===== config.mk =====
export PLATFORM = sky130hd
export DESIGN_NAME = pia_mouse_interface_controller
export DESIGN_NICKNAME = d
export VERILOG_FILES = /design/src/rtl/core/pia_mouse_pkg.sv /design/src/rtl/core/pia_mouse_core.sv /design/src/rtl/core/pia_mouse_interface_controller.sv
export SDC_FILE = /design/constraint.sdc
export NUM_CORES = 1
export LEC_CHECK = 0
export BUFFER_PORTS_ARGS = -buffer_cell sky130_fd_sc_hd__buf_2
export CORE_ASPECT_RATIO = 0.5
export CORE_MARGIN = 2
export CORE_UTILIZATION = 35
export CTS_CLUSTER_DIAMETER = 200
export DETAILED_ROUTE_END_ITERATION = 8
export GPL_TIMING_DRIVEN = 1
export SYNTH_ARGS = -nofsm -noshare
export SYNTH_HDL_FRONTEND = slang
export SYNTH_SLANG_ARGS = --single-unit

===== constraint.sdc =====
create_clock -name i_clk -period 12.9 [get_ports i_clk]
set_input_delay 2.58 -clock i_clk [delete_from_list [all_inputs] [get_ports i_clk]]
set_output_delay 2.58 -clock i_clk [all_outputs]
set_load 0.03 [all_outputs]

===== src/rtl/core/pia_mouse_pkg.sv =====
// shared types and constants for the pia mouse controller
`timescale 1ns / 1ps
package pia_mouse_pkg;

    localparam logic [2:0] MODE_READ   = 3'd0;
    localparam logic [2:0] MODE_WRITE  = 3'd1;
    localparam logic [2:0] MODE_DELTA  = 3'd2;
    localparam logic [2:0] MODE_BUTTON = 3'd3;
    localparam logic [2:0] MODE_BLANK  = 3'd4;

    localparam logic [1:0] REG_PORT_A = 2'd0;
    localparam logic [1:0] REG_CTRL_A = 2'd1;
    localparam logic [1:0] REG_PORT_B = 2'd2;
    localparam logic [1:0] REG_CTRL_B = 2'd3;

    localparam logic [3:0] OP_SET_MODE  = 4'h0;
    localparam logic [3:0] OP_REPORT    = 4'h1;
    localparam logic [3:0] OP_SERVE     = 4'h2;
    localparam logic [3:0] OP_RESET_POS = 4'h3;
    localparam logic [3:0] OP_SET_POS   = 4'h4;
    localparam logic [3:0] OP_DEFAULTS  = 4'h5;
    localparam logic [3:0] OP_BOUNDS    = 4'h6;
    localparam logic [3:0] OP_ORIGIN    = 4'h7;

    localparam logic [7:0]  STROBE_MASK = 8'h3E;
    localparam logic [7:0]  HS_RESET    = 8'h40;
    localparam logic [15:0] AXIS_MAX    = 16'd1023;

    // input item, packed as on tdata
    typedef struct packed {
        logic        in_vblank;
        logic        button_pressed;
        logic [15:0] delta_y;
        logic [15:0] delta_x;
        logic [7:0]  write_data;
        logic [1:0]  reg_offset;
        logic [2:0]  mode;
    } t_item;

    typedef struct packed {
        logic [2:0] rom_page;
        logic       irq_active;
        logic       irq_request;
        logic [7:0] read_data;
    } t_result;

    function automatic logic [15:0] clamp_axis(input logic [15:0] v, input logic [15:0] lo,
                                               input logic [15:0] hi);
        logic [15:0] r;
        begin
            r = v;
            if ($signed(r) < $signed(lo)) r = lo;
            if ($signed(r) > $signed(hi)) r = hi;
            return r;
        end
    endfunction

endpackage


===== src/rtl/core/pia_mouse_core.sv =====
// register file and single-pass update of the pia and mouse controller state
`timescale 1ns / 1ps
module pia_mouse_core #(
    parameter int BUFFER_DEPTH = 8
) (
    input  logic                    i_clk,
    input  logic                    i_rst_n,
    input  logic                    i_valid,
    input  pia_mouse_pkg::t_item    i_item,
    output pia_mouse_pkg::t_result  o_result
);
    import pia_mouse_pkg::*;

    localparam int PW = $clog2(BUFFER_DEPTH + 1);
    localparam int IW = $clog2(BUFFER_DEPTH);

    logic [7:0] r_dir_a, r_dir_b, r_out_a, r_out_b, r_in_a, r_in_b, r_ctrl_a, r_ctrl_b, r_hs;
    logic [7:0] n_dir_a, n_dir_b, n_out_a, n_out_b, n_in_a, n_in_b, n_ctrl_a, n_ctrl_b, n_hs;
    logic [7:0] r_buf [BUFFER_DEPTH];
    logic [7:0] n_buf [BUFFER_DEPTH];
    logic [PW-1:0] r_pos, n_pos;
    logic [2:0] r_tlen, n_tlen;
    logic [15:0] r_px, r_py, r_minx, r_maxx, r_miny, r_maxy;
    logic [15:0] n_px, n_py, n_minx, n_maxx, n_miny, n_maxy;
    logic [3:0] r_imode, n_imode, r_st, n_st, r_pf, n_pf;
    logic r_wasv, n_wasv;
    logic [7:0] rd;
    logic req;
    logic [7:0] diff, s, c, v;
    logic [15:0] w1, w2;

    function automatic logic [7:0] buf_at(input logic [7:0] b [BUFFER_DEPTH], input int i);
        begin
            if (i < BUFFER_DEPTH) return b[i];
            return 8'h00;
        end
    endfunction

    always_comb begin
        n_dir_a = r_dir_a; n_dir_b = r_dir_b; n_out_a = r_out_a; n_out_b = r_out_b;
        n_in_a = r_in_a; n_in_b = r_in_b; n_ctrl_a = r_ctrl_a; n_ctrl_b = r_ctrl_b;
        n_hs = r_hs; n_buf = r_buf; n_pos = r_pos; n_tlen = r_tlen;
        n_px = r_px; n_py = r_py; n_minx = r_minx; n_maxx = r_maxx;
        n_miny = r_miny; n_maxy = r_maxy; n_imode = r_imode; n_st = r_st;
        n_pf = r_pf; n_wasv = r_wasv;
        rd = 8'h00; req = 1'b0; diff = 8'h00; s = 8'h00; c = 8'h00; w1 = '0; w2 = '0;
        v = i_item.write_data;
        if (i_valid) begin
            unique case (i_item.mode)
                MODE_READ: begin
                    unique case (i_item.reg_offset)
                        REG_PORT_A: begin
                            if (r_ctrl_a[2]) begin
                                rd = (r_out_a & r_dir_a) | (r_in_a & ~r_dir_a);
                                n_ctrl_a = r_ctrl_a & 8'h3F;
                                if (!r_ctrl_b[7]) n_pf[0] = 1'b0;
                            end else rd = r_dir_a;
                        end
                        REG_CTRL_A: rd = r_ctrl_a;
                        REG_PORT_B: begin
                            if (r_ctrl_b[2]) begin
                                rd = (r_out_b & r_dir_b) | (r_in_b & ~r_dir_b);
                                n_ctrl_b = r_ctrl_b & 8'h3F;
                                if (!r_ctrl_a[7]) n_pf[0] = 1'b0;
                            end else rd = r_dir_b;
                        end
                        default: rd = r_ctrl_b;
                    endcase
                end
                MODE_WRITE: begin
                    unique case (i_item.reg_offset)
                        REG_PORT_A: begin
                            if (r_ctrl_a[2]) n_out_a = v; else n_dir_a = v;
                        end
                        REG_CTRL_A: begin
                            n_ctrl_a = {r_ctrl_a[7:6], v[5:0]};
                            if (!(r_ctrl_a[7] || r_ctrl_b[7])) n_pf[0] = 1'b0;
                        end
                        REG_PORT_B: begin
                            if (!r_ctrl_b[2]) n_dir_b = v;
                            else begin
                                n_out_b = v;
                                diff = (r_hs ^ v) & STROBE_MASK;
                                if (diff != 8'h00) begin
                                    n_hs = (r_hs & ~STROBE_MASK) | (v & STROBE_MASK);
                                    if (diff[5]) begin
                                        if (v[5]) n_hs[7] = 1'b1;
                                        else begin
                                            if (r_pos < PW'(BUFFER_DEPTH))
                                                n_buf[r_pos[IW-1:0]] = r_out_a;
                                            n_pos = r_pos + 1'b1;
                                            if (n_pos == PW'(1)) begin
                                                c = n_buf[0];
                                                unique case (c[7:4])
                                                    OP_SET_MODE: begin
                                                        n_tlen = 3'd1; n_imode = c[3:0];
                                                    end
                                                    OP_REPORT: begin
                                                        n_tlen = 3'd6;
                                                        s = {r_st[0], r_st[1], r_st[2], 5'b0};
                                                        n_st[1] = r_st[0];
                                                        n_buf[1] = r_px[7:0];
                                                        n_buf[2] = r_px[15:8];
                                                        n_buf[3] = r_py[7:0];
                                                        n_buf[4] = r_py[15:8];
                                                        n_buf[5] = s;
                                                        n_st[2] = 1'b0;
                                                    end
                                                    OP_SERVE: begin
                                                        n_tlen = 3'd2;
                                                        n_buf[1] = {4'b0, r_pf[1], r_pf[3],
                                                                    r_pf[2], 1'b0};
                                                        n_pf = 4'h0;
                                                        n_ctrl_a = n_ctrl_a & 8'h3F;
                                                    end
                                                    OP_RESET_POS: begin
                                                        n_tlen = 3'd1; n_pos = '0;
                                                        n_px = '0; n_py = '0;
                                                        n_st[2:1] = 2'b00;
                                                    end
                                                    OP_SET_POS, OP_BOUNDS: n_tlen = 3'd5;
                                                    OP_DEFAULTS: begin
                                                        n_tlen = 3'd3; n_buf[1] = 8'hFF;
                                                    end
                                                    OP_ORIGIN: begin
                                                        n_tlen = 3'd1;
                                                        n_px = '0; n_py = '0;
                                                    end
                                                    default: n_tlen = 3'd1;
                                                endcase
                                                n_in_a = n_buf[1];
                                            end
                                            if (n_pos == PW'(n_tlen) ||
                                                n_pos >= PW'(BUFFER_DEPTH)) begin
                                                c = n_buf[0];
                                                unique case (c[7:4])
                                                    OP_BOUNDS: begin
                                                        w1 = {buf_at(n_buf, 3), buf_at(n_buf, 1)};
                                                        w2 = {buf_at(n_buf, 4), buf_at(n_buf, 2)};
                                                        if (c[0]) begin
                                                            n_miny = w1; n_maxy = w2;
                                                            n_py = clamp_axis(n_py, w1, w2);
                                                        end else begin
                                                            n_minx = w1; n_maxx = w2;
                                                            n_px = clamp_axis(n_px, w1, w2);
                                                        end
                                                    end
                                                    OP_SET_POS: begin
                                                        n_px = clamp_axis({buf_at(n_buf, 2),
                                                            buf_at(n_buf, 1)}, n_minx, n_maxx);
                                                        n_py = clamp_axis({buf_at(n_buf, 4),
                                                            buf_at(n_buf, 3)}, n_miny, n_maxy);
                                                    end
                                                    OP_DEFAULTS: begin
                                                        n_minx = '0; n_maxx = AXIS_MAX;
                                                        n_miny = '0; n_maxy = AXIS_MAX;
                                                        n_px = '0; n_py = '0;
                                                    end
                                                    default: ;
                                                endcase
                                                n_pos = '0;
                                            end
                                            n_hs[7] = 1'b0;
                                        end
                                    end
                                    if (diff[4]) begin
                                        if (v[4]) n_hs[6] = 1'b0;
                                        else begin
                                            if (n_pos != '0) n_pos = n_pos + 1'b1;
                                            if (n_pos == PW'(n_tlen) ||
                                                n_pos >= PW'(BUFFER_DEPTH)) n_pos = '0;
                                            else n_in_a = n_buf[n_pos[IW-1:0]];
                                            n_hs[6] = 1'b1;
                                        end
                                    end
                                    n_in_b = n_hs;
                                end
                            end
                        end
                        default: begin
                            n_ctrl_b = {r_ctrl_b[7:6], v[5:0]};
                            if (!(r_ctrl_a[7] || r_ctrl_b[7])) n_pf[0] = 1'b0;
                        end
                    endcase
                end
                MODE_DELTA: begin
                    if (i_item.delta_x != '0 || i_item.delta_y != '0) begin
                        n_px = clamp_axis(r_px + i_item.delta_x, r_minx, r_maxx);
                        n_py = clamp_axis(r_py + i_item.delta_y, r_miny, r_maxy);
                        n_st[2] = 1'b1;
                    end
                end
                MODE_BUTTON: begin
                    if (i_item.button_pressed != r_st[0]) begin
                        n_st[1] = r_st[0];
                        n_st[0] = i_item.button_pressed;
                        n_st[3] = 1'b1;
                    end
                end
                MODE_BLANK: begin
                    if (i_item.in_vblank && !r_wasv) begin
                        if (r_imode[3]) n_pf[1] = 1'b1;
                        if (r_imode[1] && r_st[2]) n_pf[2] = 1'b1;
                        if (r_imode[2] && r_st[3]) begin
                            n_pf[3] = 1'b1; n_st[3] = 1'b0;
                        end
                        if (r_imode[0] && (n_pf[3:1] != 3'b000)) begin
                            n_pf[0] = 1'b1; n_ctrl_a[7] = 1'b1; req = 1'b1;
                        end
                    end
                    n_wasv = i_item.in_vblank;
                end
                default: ;
            endcase
        end
    end

    always_ff @(posedge i_clk) begin
        if (!i_rst_n) begin
            r_dir_a <= '0; r_dir_b <= '0; r_out_a <= '0; r_out_b <= '0; r_in_a <= '0;
            r_in_b <= HS_RESET; r_ctrl_a <= '0; r_ctrl_b <= '0; r_hs <= HS_RESET;
            for (int i = 0; i < BUFFER_DEPTH; i++) r_buf[i] <= '0;
            r_pos <= '0; r_tlen <= 3'd1; r_px <= '0; r_py <= '0;
            r_minx <= '0; r_maxx <= AXIS_MAX; r_miny <= '0; r_maxy <= AXIS_MAX;
            r_imode <= '0; r_st <= '0; r_pf <= '0; r_wasv <= 1'b0;
        end else begin
            r_dir_a <= n_dir_a; r_dir_b <= n_dir_b; r_out_a <= n_out_a; r_out_b <= n_out_b;
            r_in_a <= n_in_a; r_in_b <= n_in_b; r_ctrl_a <= n_ctrl_a; r_ctrl_b <= n_ctrl_b;
            r_hs <= n_hs; r_buf <= n_buf; r_pos <= n_pos; r_tlen <= n_tlen;
            r_px <= n_px; r_py <= n_py; r_minx <= n_minx; r_maxx <= n_maxx;
            r_miny <= n_miny; r_maxy <= n_maxy; r_imode <= n_imode; r_st <= n_st;
            r_pf <= n_pf; r_wasv <= n_wasv;
        end
    end

    always_comb begin
        o_result.read_data   = rd;
        o_result.irq_request = req;
        o_result.irq_active  = n_pf[0];
        o_result.rom_page    = n_hs[3:1];
    end

endmodule


===== src/rtl/core/pia_mouse_interface_controller.sv =====
// top level: input register, controller core and output skid stage
// path: an input transaction passes the input register and the core, then the output register or skid slot
// throughput: one transaction per cycle while not stalled; the core updates all state in one pass
// stalls: input is held off while the skid slot is full or the held input has no free slot
// reset: i_rst_n synchronous active low, clears all controller state and both stages
`timescale 1ns / 1ps
module pia_mouse_interface_controller #(
    parameter int BUFFER_DEPTH = 8
) (
    input  logic        i_clk,
    input  logic        i_rst_n,
    input  logic        s_axis_tvalid,
    output logic        s_axis_tready,
    // mode[2:0], reg_offset[4:3], write_data[12:5], delta_x[28:13], delta_y[44:29],
    // button_pressed[45], in_vblank[46], zero fill
    input  logic [47:0] s_axis_tdata,
    output logic        m_axis_tvalid,
    input  logic        m_axis_tready,
    // read_data[7:0], irq_request[8], irq_active[9], rom_page[12:10], zero fill
    output logic [15:0] m_axis_tdata
);
    import pia_mouse_pkg::*;

    logic    r_in_vld;
    t_item   r_in;
    t_result core_res;
    logic    r_out_vld, r_skid_vld;
    t_result r_out, r_skid;

    // the held input needs a free output slot before the next transaction is taken
    assign s_axis_tready = !r_skid_vld && (!r_in_vld || !r_out_vld || m_axis_tready);

    always_ff @(posedge i_clk) begin
        if (!i_rst_n) r_in_vld <= 1'b0;
        else r_in_vld <= s_axis_tvalid && s_axis_tready;
        r_in <= s_axis_tdata[46:0];
    end

    pia_mouse_core #(.BUFFER_DEPTH(BUFFER_DEPTH)) u_core (
        .i_clk    (i_clk),
        .i_rst_n  (i_rst_n),
        .i_valid  (r_in_vld),
        .i_item   (r_in),
        .o_result (core_res)
    );

    always_ff @(posedge i_clk) begin
        if (!i_rst_n) begin
            r_out_vld <= 1'b0;
            r_skid_vld <= 1'b0;
        end else begin
            if (!r_out_vld || m_axis_tready) begin
                if (r_skid_vld) begin
                    r_out <= r_skid;
                    r_out_vld <= 1'b1;
                    r_skid_vld <= r_in_vld;
                    r_skid <= core_res;
                end else begin
                    r_out_vld <= r_in_vld;
                    r_out <= core_res;
                end
            end else if (r_in_vld) begin
                r_skid_vld <= 1'b1;
                r_skid <= core_res;
            end
        end
    end

    assign m_axis_tvalid = r_out_vld;
    assign m_axis_tdata  = {3'b000, r_out};

endmodule


After elaboration in Yosys (flattened, before gate mapping)
Index checks and enable logic that the tools add are counted.
{"block": "totals", "output_inout_bits": 18, "word_cells": 562, "inputBits": 52, "regBits": 328}
{"block": "op_classes", "n_bitwise": 19, "n_addsub": 4, "n_eq_ne": 40, "reduce_logical": 61, "magnitude_cmp": 18, "mux": 363}
{"cell": "$mux 16", "count": 94}
{"cell": "$mux 64", "count": 15}
{"cell": "$mux 8", "count": 103}
{"cell": "$pmux 16 s2", "count": 6}
{"cell": "$mux 4", "count": 40}
{"cell": "$gt 16x16->1", "count": 6}
{"cell": "$lt 16x16->1", "count": 6}
{"cell": "$pmux 16 s3", "count": 2}
{"cell": "$bwmux 64", "count": 1}
{"cell": "$mux 1", "count": 55}
{"cell": "$mux 13", "count": 4}
{"cell": "$reduce_and 10->1", "count": 5}
{"cell": "$mux 3", "count": 16}
{"cell": "$pmux 8 s3", "count": 2}
{"cell": "$mux 40", "count": 1}
{"cell": "$add 16x16->16", "count": 2}
{"cell": "$and 8x8->8", "count": 4}
{"cell": "$mux 32", "count": 1}
{"cell": "$pmux 8 s2", "count": 2}
{"cell": "$reduce_bool 16->1", "count": 2}
{"cell": "$ne 2x1->1 const B", "count": 14}
{"cell": "$reduce_and 5->1", "count": 5}
{"cell": "$bmux 8 s3", "count": 1}
{"cell": "$demux 8 s3", "count": 1}
{"cell": "49 further kinds", "count": 117}

Logic depth before layout (Yosys ltp)
Gate-level depths: netlist (run 1).
{"block": "logic_depth", "ltp_word": 68, "depth_mapped": 36, "ltp_nobuf": 31}

Cells and area by module
A second synthesis (run 1) with hierarchy kept.
{"block": "unflattened", "hier_cells": 2966, "hier_area_um2": 23739.0}
{"module": "pia_mouse_core", "n_inst": 1, "area_per_inst_um2": 21653.3, "cells_per_inst": 2861}
{"module": "pia_mouse_interface_controller", "n_inst": 1, "area_per_inst_um2": 2085.8, "cells_per_inst": 105}

Worst setup path after synthesis (run 1)
OpenSTA, ideal clock, no wires.
{"block": "synth_path", "path_type": "register to register", "startpoint": "register u_core.r_pos[0]", "endpoint": "register u_core.r_py[7]", "stages_incl_launch_ff": 33, "arrival_time_ps": 7760, "path_slack_ps": 5019, "period_less_slack_ps": 7881, "setup_ps": 121, "path_cell_list": "dfxtp_1 > ha_1 > clkbuf_1 > nand3_1 > o31ai_1 > clkbuf_1 > nand4_2 > clkbuf_1 > clkbuf_1 > o21ai_1 > inv_1 > ha_1 > nand4_1 > a2111oi_0 > a21oi_1 > o31ai_1 > a31oi_1 > mux2i_4 > buf_4 > mux2i_1 > ha_1 > and4_1 > and4_1 > nand2_1 > a211o_1 > and4b_1 > a211oi_1 > clkbuf_1 > buf_1 > mux2i_1 > nor2_1 > a211oi_1 > o2bb2ai_1"}
{"block": "synth_between", "elab_chain_len": 50, "word_cells_on_any_way": 156, "cone_classes": "1 x add/sub; 8 x order compare; 9 x eq/ne; 133 x mux; 1 x bitwise; 4 x reduce/logical"}
{"item": "start: declaration", "line_no": "pia_mouse_core.sv:21", "source": "logic [PW-1:0] r_pos, n_pos;"}
{"item": "start signal: assignment", "line_no": "pia_mouse_core.sv:229", "source": "r_hs <= n_hs; r_buf <= n_buf; r_pos <= n_pos; r_tlen <= n_tlen;"}
{"item": "$not 3->4 (implied by the code)", "line_no": "pia_mouse_core.sv:90", "source": "n_buf[r_pos[IW-1:0]] = r_out_a;"}
{"item": "$ge 4x4->1 (implied by the code) / $lt 4x1->1 (equally long branches)", "line_no": "pia_mouse_core.sv:90"}
{"item": "$logic_and 1x1->1 (implied by the code)", "line_no": "pia_mouse_core.sv:90"}
{"item": "$mux 8 (implied by the code)", "line_no": "pia_mouse_core.sv:90"}
{"item": "$demux 8 s3", "line_no": "pia_mouse_core.sv:90"}
{"item": "$bwmux 64", "line_no": "pia_mouse_core.sv:90"}
{"item": "$mux 64", "line_no": "pia_mouse_core.sv:89", "source": "if (r_pos < PW'(BUFFER_DEPTH))"}
{"item": "$mux 64", "line_no": "pia_mouse_core.sv:87", "source": "if (v[5]) n_hs[7] = 1'b1;"}
{"item": "[34 not listed]"}
{"item": "$pmux 16 s3", "line_no": "pia_mouse_core.sv:136", "source": "unique case (c[7:4])"}
{"item": "$mux 16 *", "line_no": "pia_mouse_core.sv:133", "source": "if (n_pos == PW'(n_tlen) ||"}
{"item": "$mux 16 *", "line_no": "pia_mouse_core.sv:87"}
{"item": "$mux 16 *", "line_no": "pia_mouse_core.sv:86", "source": "if (diff[5]) begin"}
{"item": "$mux 16 *", "line_no": "pia_mouse_core.sv:84", "source": "if (diff != 8'h00) begin"}
{"item": "$mux 16 *", "line_no": "pia_mouse_core.sv:80", "source": "if (!r_ctrl_b[2]) n_dir_b = v;"}
{"item": "$mux 16 *", "line_no": "pia_mouse_core.sv:71", "source": "unique case (i_item.reg_offset)"}
{"item": "$pmux 16 s2 *", "line_no": "pia_mouse_core.sv:49", "source": "unique case (i_item.mode)"}
{"item": "end signal: assignment", "line_no": "pia_mouse_core.sv:230", "source": "r_px <= n_px; r_py <= n_py; r_minx <= n_minx; r_maxx <= n_maxx;"}
{"item": "end: declaration", "line_no": "pia_mouse_core.sv:23", "source": "logic [15:0] r_px, r_py, r_minx, r_maxx, r_miny, r_maxy;"}
Mark *: on every way between the ends. The rest lies on a longest branch, timed or not. The select of a mux whose other input is x is not followed.
A chain may end at the register's enable or synchronous reset.

Worst setup path after layout (run 1)
{"block": "layout_path", "startpoint": "register u_core.r_pos[0]", "endpoint": "register u_core.r_py[9]"}
Same word-level chain as after synthesis.

==> run metrics, run 1 <==
status=finished clean; Clk Latency, worst-skew pair=0.60 ns; crit-path max cell delay=0.98 ns; CTS max path bufs=3; Starting Density=35.5%; Fin. Hold Viols=0; Post-DP Area=25,200 sq um; overall power=2.53 mW; Hold Crit Endpoint=u_core.r_buf[16]; Ports=70; placement row count=67; Max Slew Vio Count=0; Setup crit end kind=flip-flop; worst-margin pin slew=1.42 ns; DIE HEIGHT=189 um; Detailed Place HPWL=71.6 mm; post-cts gate resize count=0; Final Skew=0.0288 ns; fin crit period=10.29 ns; hold buffers post-CTS=0; EDFF count, synth=26; Routed wire per std cell=24.2 um; Simple-Gate Fraction of Synth Area=18.4%; post-synthesis sequential area ratio=27.9%; HP Class=reg -> reg; Pleak=10.7 nW; Synth Area in Compound Gates=25.1%; CP startpoint kind=flip-flop; most common cell after layout, fill and taps aside=a21oi_1; post-synthesis adder-cell area fraction=11.9%; Pwr per Cell Area=95.6 nW/um^2; first-pass GRT wire length=143 mm; CTS Sinks=319; post-route ant nets=0; DIE AREA=70,400 sq um; Die X=373 um; largest family of logic cells by synthesized area=compound AO/OA/AOI/OAI gates; CTS buffer count=36; post-CTS setup buffer count=0; final setup violation count=0; fin crit share=79.8%; Mapped Cells=3,052; via/cell ratio=6.04; ys async rst share=0%; max frequency=97.1 MHz; Placed Cells=3,907; crit path DAT=10.82 ns; GR Overflow Total=0; root buffer cell=clkbuf_16; via count=24,000; R2R depth=28; Slowest-stage cell, CP=or4_1; worst reg2reg endpoint=u_core.r_py[9]; largest net degree at the start of global routing=77; GP Congestion=0.981; number of fill cells in the layout=6,946; share of cells above drive strength 1=10.4%; Max Cap Viol=0; HP Start=u_core.r_buf[16]; Synth Area in XOR/XNOR=1.49%; DR DRC count=0; CP required=13.43 ns; DR pass1 iterations=6; initial antenna violation count=3; vias in the first global route=22,300; CP max FO=51; YS warnings=0; Primary FF master, synth=dfxtp_1; antenna diode count=0; commonest non-fill, non-tap cells in the layout=334 x a21oi_1, 307 x nand2_1, 305 x nor2_1; Synth Cell Area=23,800 sq um; worst vdd ir=0.0758 mV; Syn-to-layout area delta=10.8%; WS Path Type=reg -> reg; Post-Syn Area per Cell=7.81 sq um; CTS tree=yes; Netlist cell types=103; DR iter-0 viols=2,968; GRT Total Usage=26.5%; post-route setup TNS=0 ns; RSZ-0062 raised after global routing=no; Hold Crit Depth=2; #FFs+latches synth=319; post-synthesis mux area share=9.60%; final non-filler cell total=3,973; hold slack=0.457 ns; core footprint=67,100 sq um; Total Wirelength=96.3 mm; RR Startpoint=u_core.r_pos[0]; Slew HR=5.10%; flop2flop setup slack=2.61 ns; clock-pin slew of the registers on the worst-case setup and hold paths=0.07 ns; CTS H-tree lvls=2; Finished Cell Area=26,400 sq um; PortBufs=65; Final Net Count=3,325
[layout make-up]
cell class | count | area [sq um] | area share [%]
Timing Repair Buffer | 132 | 828 | 3.13
Multi-Input combinational cell | 2386 | 15900 | 60.3
Clock buffer | 41 | 950 | 3.59
Sequential cell | 319 | 6650 | 25.2
Inverter | 173 | 654 | 2.48
Tap cell | 897 | 1120 | 4.25
Clock inverter | 25 | 288 | 1.09
[logic make-up after synthesis]
kind of cell	Yosys count
AND/OR/NAND/NOR	962
AO/OA/AOI/OAI	938
buffers and inverters	349
flip-flops	319
adder cells (fa/ha/maj)	225
multiplexers	219
XOR/XNOR	39
other	1
[critical path, delay by kind of cell (launching register included)]
family,cells,cell delay (ns)
AOI/OAI and AO/OA,18,5.09
adders and majority gates,2,0.78
buffers and inverters,3,1.56
DFF,1,0.54
muxes,2,0.84
and+or+nand+nor,3,1.37
[stage by stage]
step / setup WS [ns] / util (%)
after floorplan: 5.02 / -
after global placement: 3.11 / 37.5
after detailed placement: 3.02 / 37.5
after CTS: 2.97 / 39.3
after global routing: 2.32 / 39.4
final: 2.61 / 39.4
[worst max path at each step]
| stage | start | to | slack, ns | cells after the start |
|---|---|---|---|---|
| 2_1_floorplan | u_core.r_pos[0] | u_core.r_py[7] | 5.02 | 32 |
| 3_3_place_gp | u_core.r_pos[0] | u_core.r_py[9] | 3.11 | 28 |
| 3_5_place_dp | u_core.r_pos[0] | u_core.r_py[9] | 3.02 | 28 |
| 4_1_cts | u_core.r_pos[0] | u_core.r_py[9] | 2.97 | 28 |
| 5_1_grt | u_core.r_pos[0] | u_core.r_py[9] | 2.32 | 28 |
| 6_report | u_core.r_pos[0] | u_core.r_py[9] | 2.61 | 28 |
[cells in the mapped netlist (13+ instances only)]
cell type	n	share of area (%)
a211oi_1	52	1.6
a21o_1	53	1.7
a21oi_1	336	7.1
a311oi_1	18	0.66
a31oi_1	32	0.84
and2_1	19	0.50
and3_1	13	0.34
clkbuf_1	150	2.4
dfxtp_1	293	25
edfxtp_1	26	3.3
ha_1	223	12
inv_1	168	2.6
mux2_2	61	2.9
mux2i_1	155	6.5
nand2_1	309	4.9
nand2b_1	21	0.55
nand3_1	59	1.2
nand4_1	36	0.94
nor2_1	307	4.8
nor2b_1	30	0.79
nor3_1	102	2.1
nor4_1	14	0.37
o211ai_1	39	1.2
o21a_1	29	0.91
o21ai_0	186	3.9
o221ai_1	14	0.51
o22ai_1	21	0.55
o31ai_1	15	0.47
xnor2_1	24	0.88
xor2_1	14	0.51
[state kept, by name, summed over array words and instances (netlist names), 4 cells and up]
register / flops
u_core.r_out_a: 8
u_core.r_buf: 64
u_core.r_px: 16
r_skid: 13
u_core.r_out_b: 8
u_core.r_ctrl_b: 6
u_core.r_in_a: 8
u_core.r_hs: 7
u_core.r_st: 4
u_core.r_maxy: 16
u_core.r_minx: 16
u_core.r_dir_a: 8
u_core.r_pf: 4
u_core.r_pos: 4
u_core.r_maxx: 16
r_in: 47
m_axis_tdata: 13
u_core.r_py: 16
u_core.r_dir_b: 8
u_core.r_imode: 4
u_core.r_ctrl_a: 7
u_core.r_miny: 16
[layer usage]
metal / up-vias / part of all wire (%) / global-route usage, % / wire length (um)
met5: - / 0.022 / 0 / 21
met4: 4 / 3.7 / 9.33 / 3550
met3: 188 / 9.6 / 5.14 / 9250
met2: 1099 / 41 / 39.1 / 39300
met1: 11600 / 46 / 38.3 / 44200
li1: 11100 / - / - / -
[power breakdown]
group / internal [mW] / total, mW / leakage (nW) / switching [mW]
clock: 0.608 / 1.11 / 0.598 / 0.506
combinational: 0.139 / 0.380 / 7.52 / 0.240
sequential: 1.01 / 1.03 / 2.62 / 0.0211
(Power assumes the default switching activity.)
==> run 2, diff against run 1 <==
==> constraint.sdc (replaced) <==
create_clock -name i_clk -period 10.75 [get_ports i_clk]
set_input_delay 2.15 -clock i_clk [delete_from_list [all_inputs] [get_ports i_clk]]
set_output_delay 2.15 -clock i_clk [all_outputs]
set_load 0.03 [all_outputs]
==> run 2 against run 1 <==
Effect of this change: count of clock-buffer cells in the layout unchanged; sequential cell count unchanged; die area unchanged; fmax increased by 15%; final cell count increased by 0.40%; combinational power increased by 22%; global-route usage increased by 0.51 points; critical endpoint is now u_core.r_py[2]; clock power increased by 17%.
==> run metrics, run 2 (synthesis gave the netlist of run 1 again) <==
status=finished clean; Largest Register=u_core.r_buf; HP Class=reg -> reg; CP required=11.21 ns (-2.22 ns); max frequency=111 MHz (+15%); DR iter-0 viols=2,867 (-3.4%); crit path DAT=9.44 ns (-1.38 ns); combinational fraction of design power=15.5% (+0.5 points); post-route setup TNS=0 ns (unchanged); GP Congestion=0.991 (+1.1%); core footprint=67,100 sq um (unchanged); Storage cell area=6650 sq um (unchanged); DIE HEIGHT=189 um (unchanged); CTS tree=yes; fin crit share=83.5% (+3.7 points); largest net degree at the start of global routing=79 (+2.6%); Starting Density=35.5% (unchanged); Setup crit end kind=flip-flop; DR DRC count=0 (unchanged); Ports=70 (unchanged); root buffer cell=clkbuf_16; part of the power in the clock network=43.4% (-0.7 points); post-cts gate resize count=0 (unchanged); post-CTS setup buffer count=0 (unchanged); first-pass GRT wire length=145 mm (+1.5%); DR pass1 iterations=6 (unchanged); vias in the first global route=22,100 (-0.90%); Die X=373 um (unchanged); antenna diode count=0 (unchanged); CP max FO=54 (+5.9%); post-route ant nets=0 (unchanged); CP startpoint kind=flip-flop; sw frac=30.8% (+0.42 points); PortBufs=65 (unchanged); fin crit period=8.98 ns (-1.31 ns); CTS Sinks=319 (unchanged); share of cells above drive strength 1=10.8% (+0.37 points); Detailed Place HPWL=72.6 mm (+1.3%); Syn-to-layout area delta=11.1%; max reg flops=64 (unchanged); Slew HR=11.6% (+6.5 points); RSZ-0062 raised after global routing=no; CTS max path bufs=3 (unchanged); most common cell after layout, fill and taps aside=a21oi_1; Clk Latency, worst-skew pair=0.58 ns (-0.02 ns); CTS H-tree lvls=2 (unchanged); Max Slew Vio Count=0 (unchanged); Final Skew=0.0404 ns (+0.0116 ns); flop2flop setup slack=1.77 ns (-0.84 ns); via/cell ratio=6.03 (about the same); GRT Total Usage=27.0% (+0.51 points); placement row count=67 (unchanged); net switching power=0.926 mW (+21%); WS Path Type=reg -> reg; largest registers=u_core.r_buf (64), r_in (47); DIE AREA=70,400 sq um (unchanged); GR Overflow Total=0 (unchanged); worst-margin pin slew=1.33 ns (-0.0922 ns); Max Cap Viol=0 (unchanged); Pwr per Cell Area=113 nW/um^2 (+19%); worst vdd ir=0.0820 mV (+8.2%); via count=24,100 (+0.33%); Total Wirelength=97.9 mm (+1.6%); final setup violation count=0 (unchanged); hold slack=0.452 ns (-0.00406 ns); number of fill cells in the layout=6,899 (-0.68%); hold buffers post-CTS=0 (unchanged); Routed wire per std cell=24.5 um (+1.2%); Pleak=10.8 nW (+0.50%); initial antenna violation count=1 (-2); clock-pin slew of the registers on the worst-case setup and hold paths=0.08 ns (about the same); Final Net Count=3,341 (+0.48%); area of the multi-input gates=15,900 sq um (about the same); CTS buffer count=36 (unchanged); commonest non-fill, non-tap cells in the layout=335 x a21oi_1, 307 x nand2_1, 305 x nor2_1; Int Pwr=2.08 mW (+18%); utilization after layout=39.5% (+0.10 points); Fin. Hold Viols=0 (unchanged); Sequential Power Share=41.2% (+0.4 points)
==> run 2: worst paths after layout <==
check | startpoint | to | cells past startpoint
min reg2reg | u_core.r_out_b[7] | u_core.r_out_b[7] | 2
max reg2reg | u_core.r_pos[3] | u_core.r_py[2] | 25
max | u_core.r_pos[3] | u_core.r_py[2] | 25
min | u_core.r_out_b[7] | u_core.r_out_b[7] | 2
==> run 2: final cells by class <==
type,count,area share (%)
clock inverter,25,0.940
sequential,319,25.1
multi-input combinational,2386,60.1
clock buffer,41,3.55
timing repair buffer,148,3.58
tap,897,4.24
inverter,173,2.47
==> run 2: power by group through the flow <==
| stage | logic, mW | clock network [mW] | registers, mW |
|---|---|---|---|
| floorplan | 0.329 | 0 | 1.25 |
| global placement | 0.443 | 0 | 1.26 |
| detailed placement | 0.448 | 0 | 1.26 |
| CTS | 0.450 | 1.32 | 1.24 |
| global route | 0.502 | 1.36 | 1.24 |
| finish | 0.464 | 1.30 | 1.24 |
==> run 2: critical path, stage by stage (launching register included) <==
cell and delay (ns):
dfxtp_1 0.81, or4_1 0.68, mux2i_2 0.57, nand4_2 0.12
buf_4 0.34, a21oi_1 0.61, ha_1 0.27, o21ai_0 0.09
a2111oi_0 0.60, a21oi_1 0.16, o31ai_1 0.10, a31oi_1 0.12
mux2i_4 0.77, mux2i_1 0.22, ha_1 0.36, and4_1 0.20
and4_1 0.24, nand2_1 0.08, a211o_1 0.24, and4b_1 0.21
a211oi_2 0.78, buf_4 0.34, mux2i_1 0.30, o221ai_1 0.15
a21oi_1 0.37, a211oi_1 0.07
==> run 2: metal layers <==
| metal | part of all wire [%] | global-route usage, % |
|---|---|---|
| met1 | 46 | 40.1 |
| met2 | 41 | 39.4 |
| met3 | 10 | 5.03 |
| met4 | 3.0 | 7.93 |
| met5 | 0 | 0 |
==> run 2: stage by stage <==
stage	power (mW)	instance area, sq um	setup WS (ns)	std cells
final	3.00	26500	1.77	3989
after global routing	3.10	26500	1.29	3989
after CTS	3.00	26500	1.98	3989
after detailed placement	1.71	25300	2.00	3923
after global placement	1.71	25300	2.14	3923
after floorplan	1.58	23900	2.87	3054
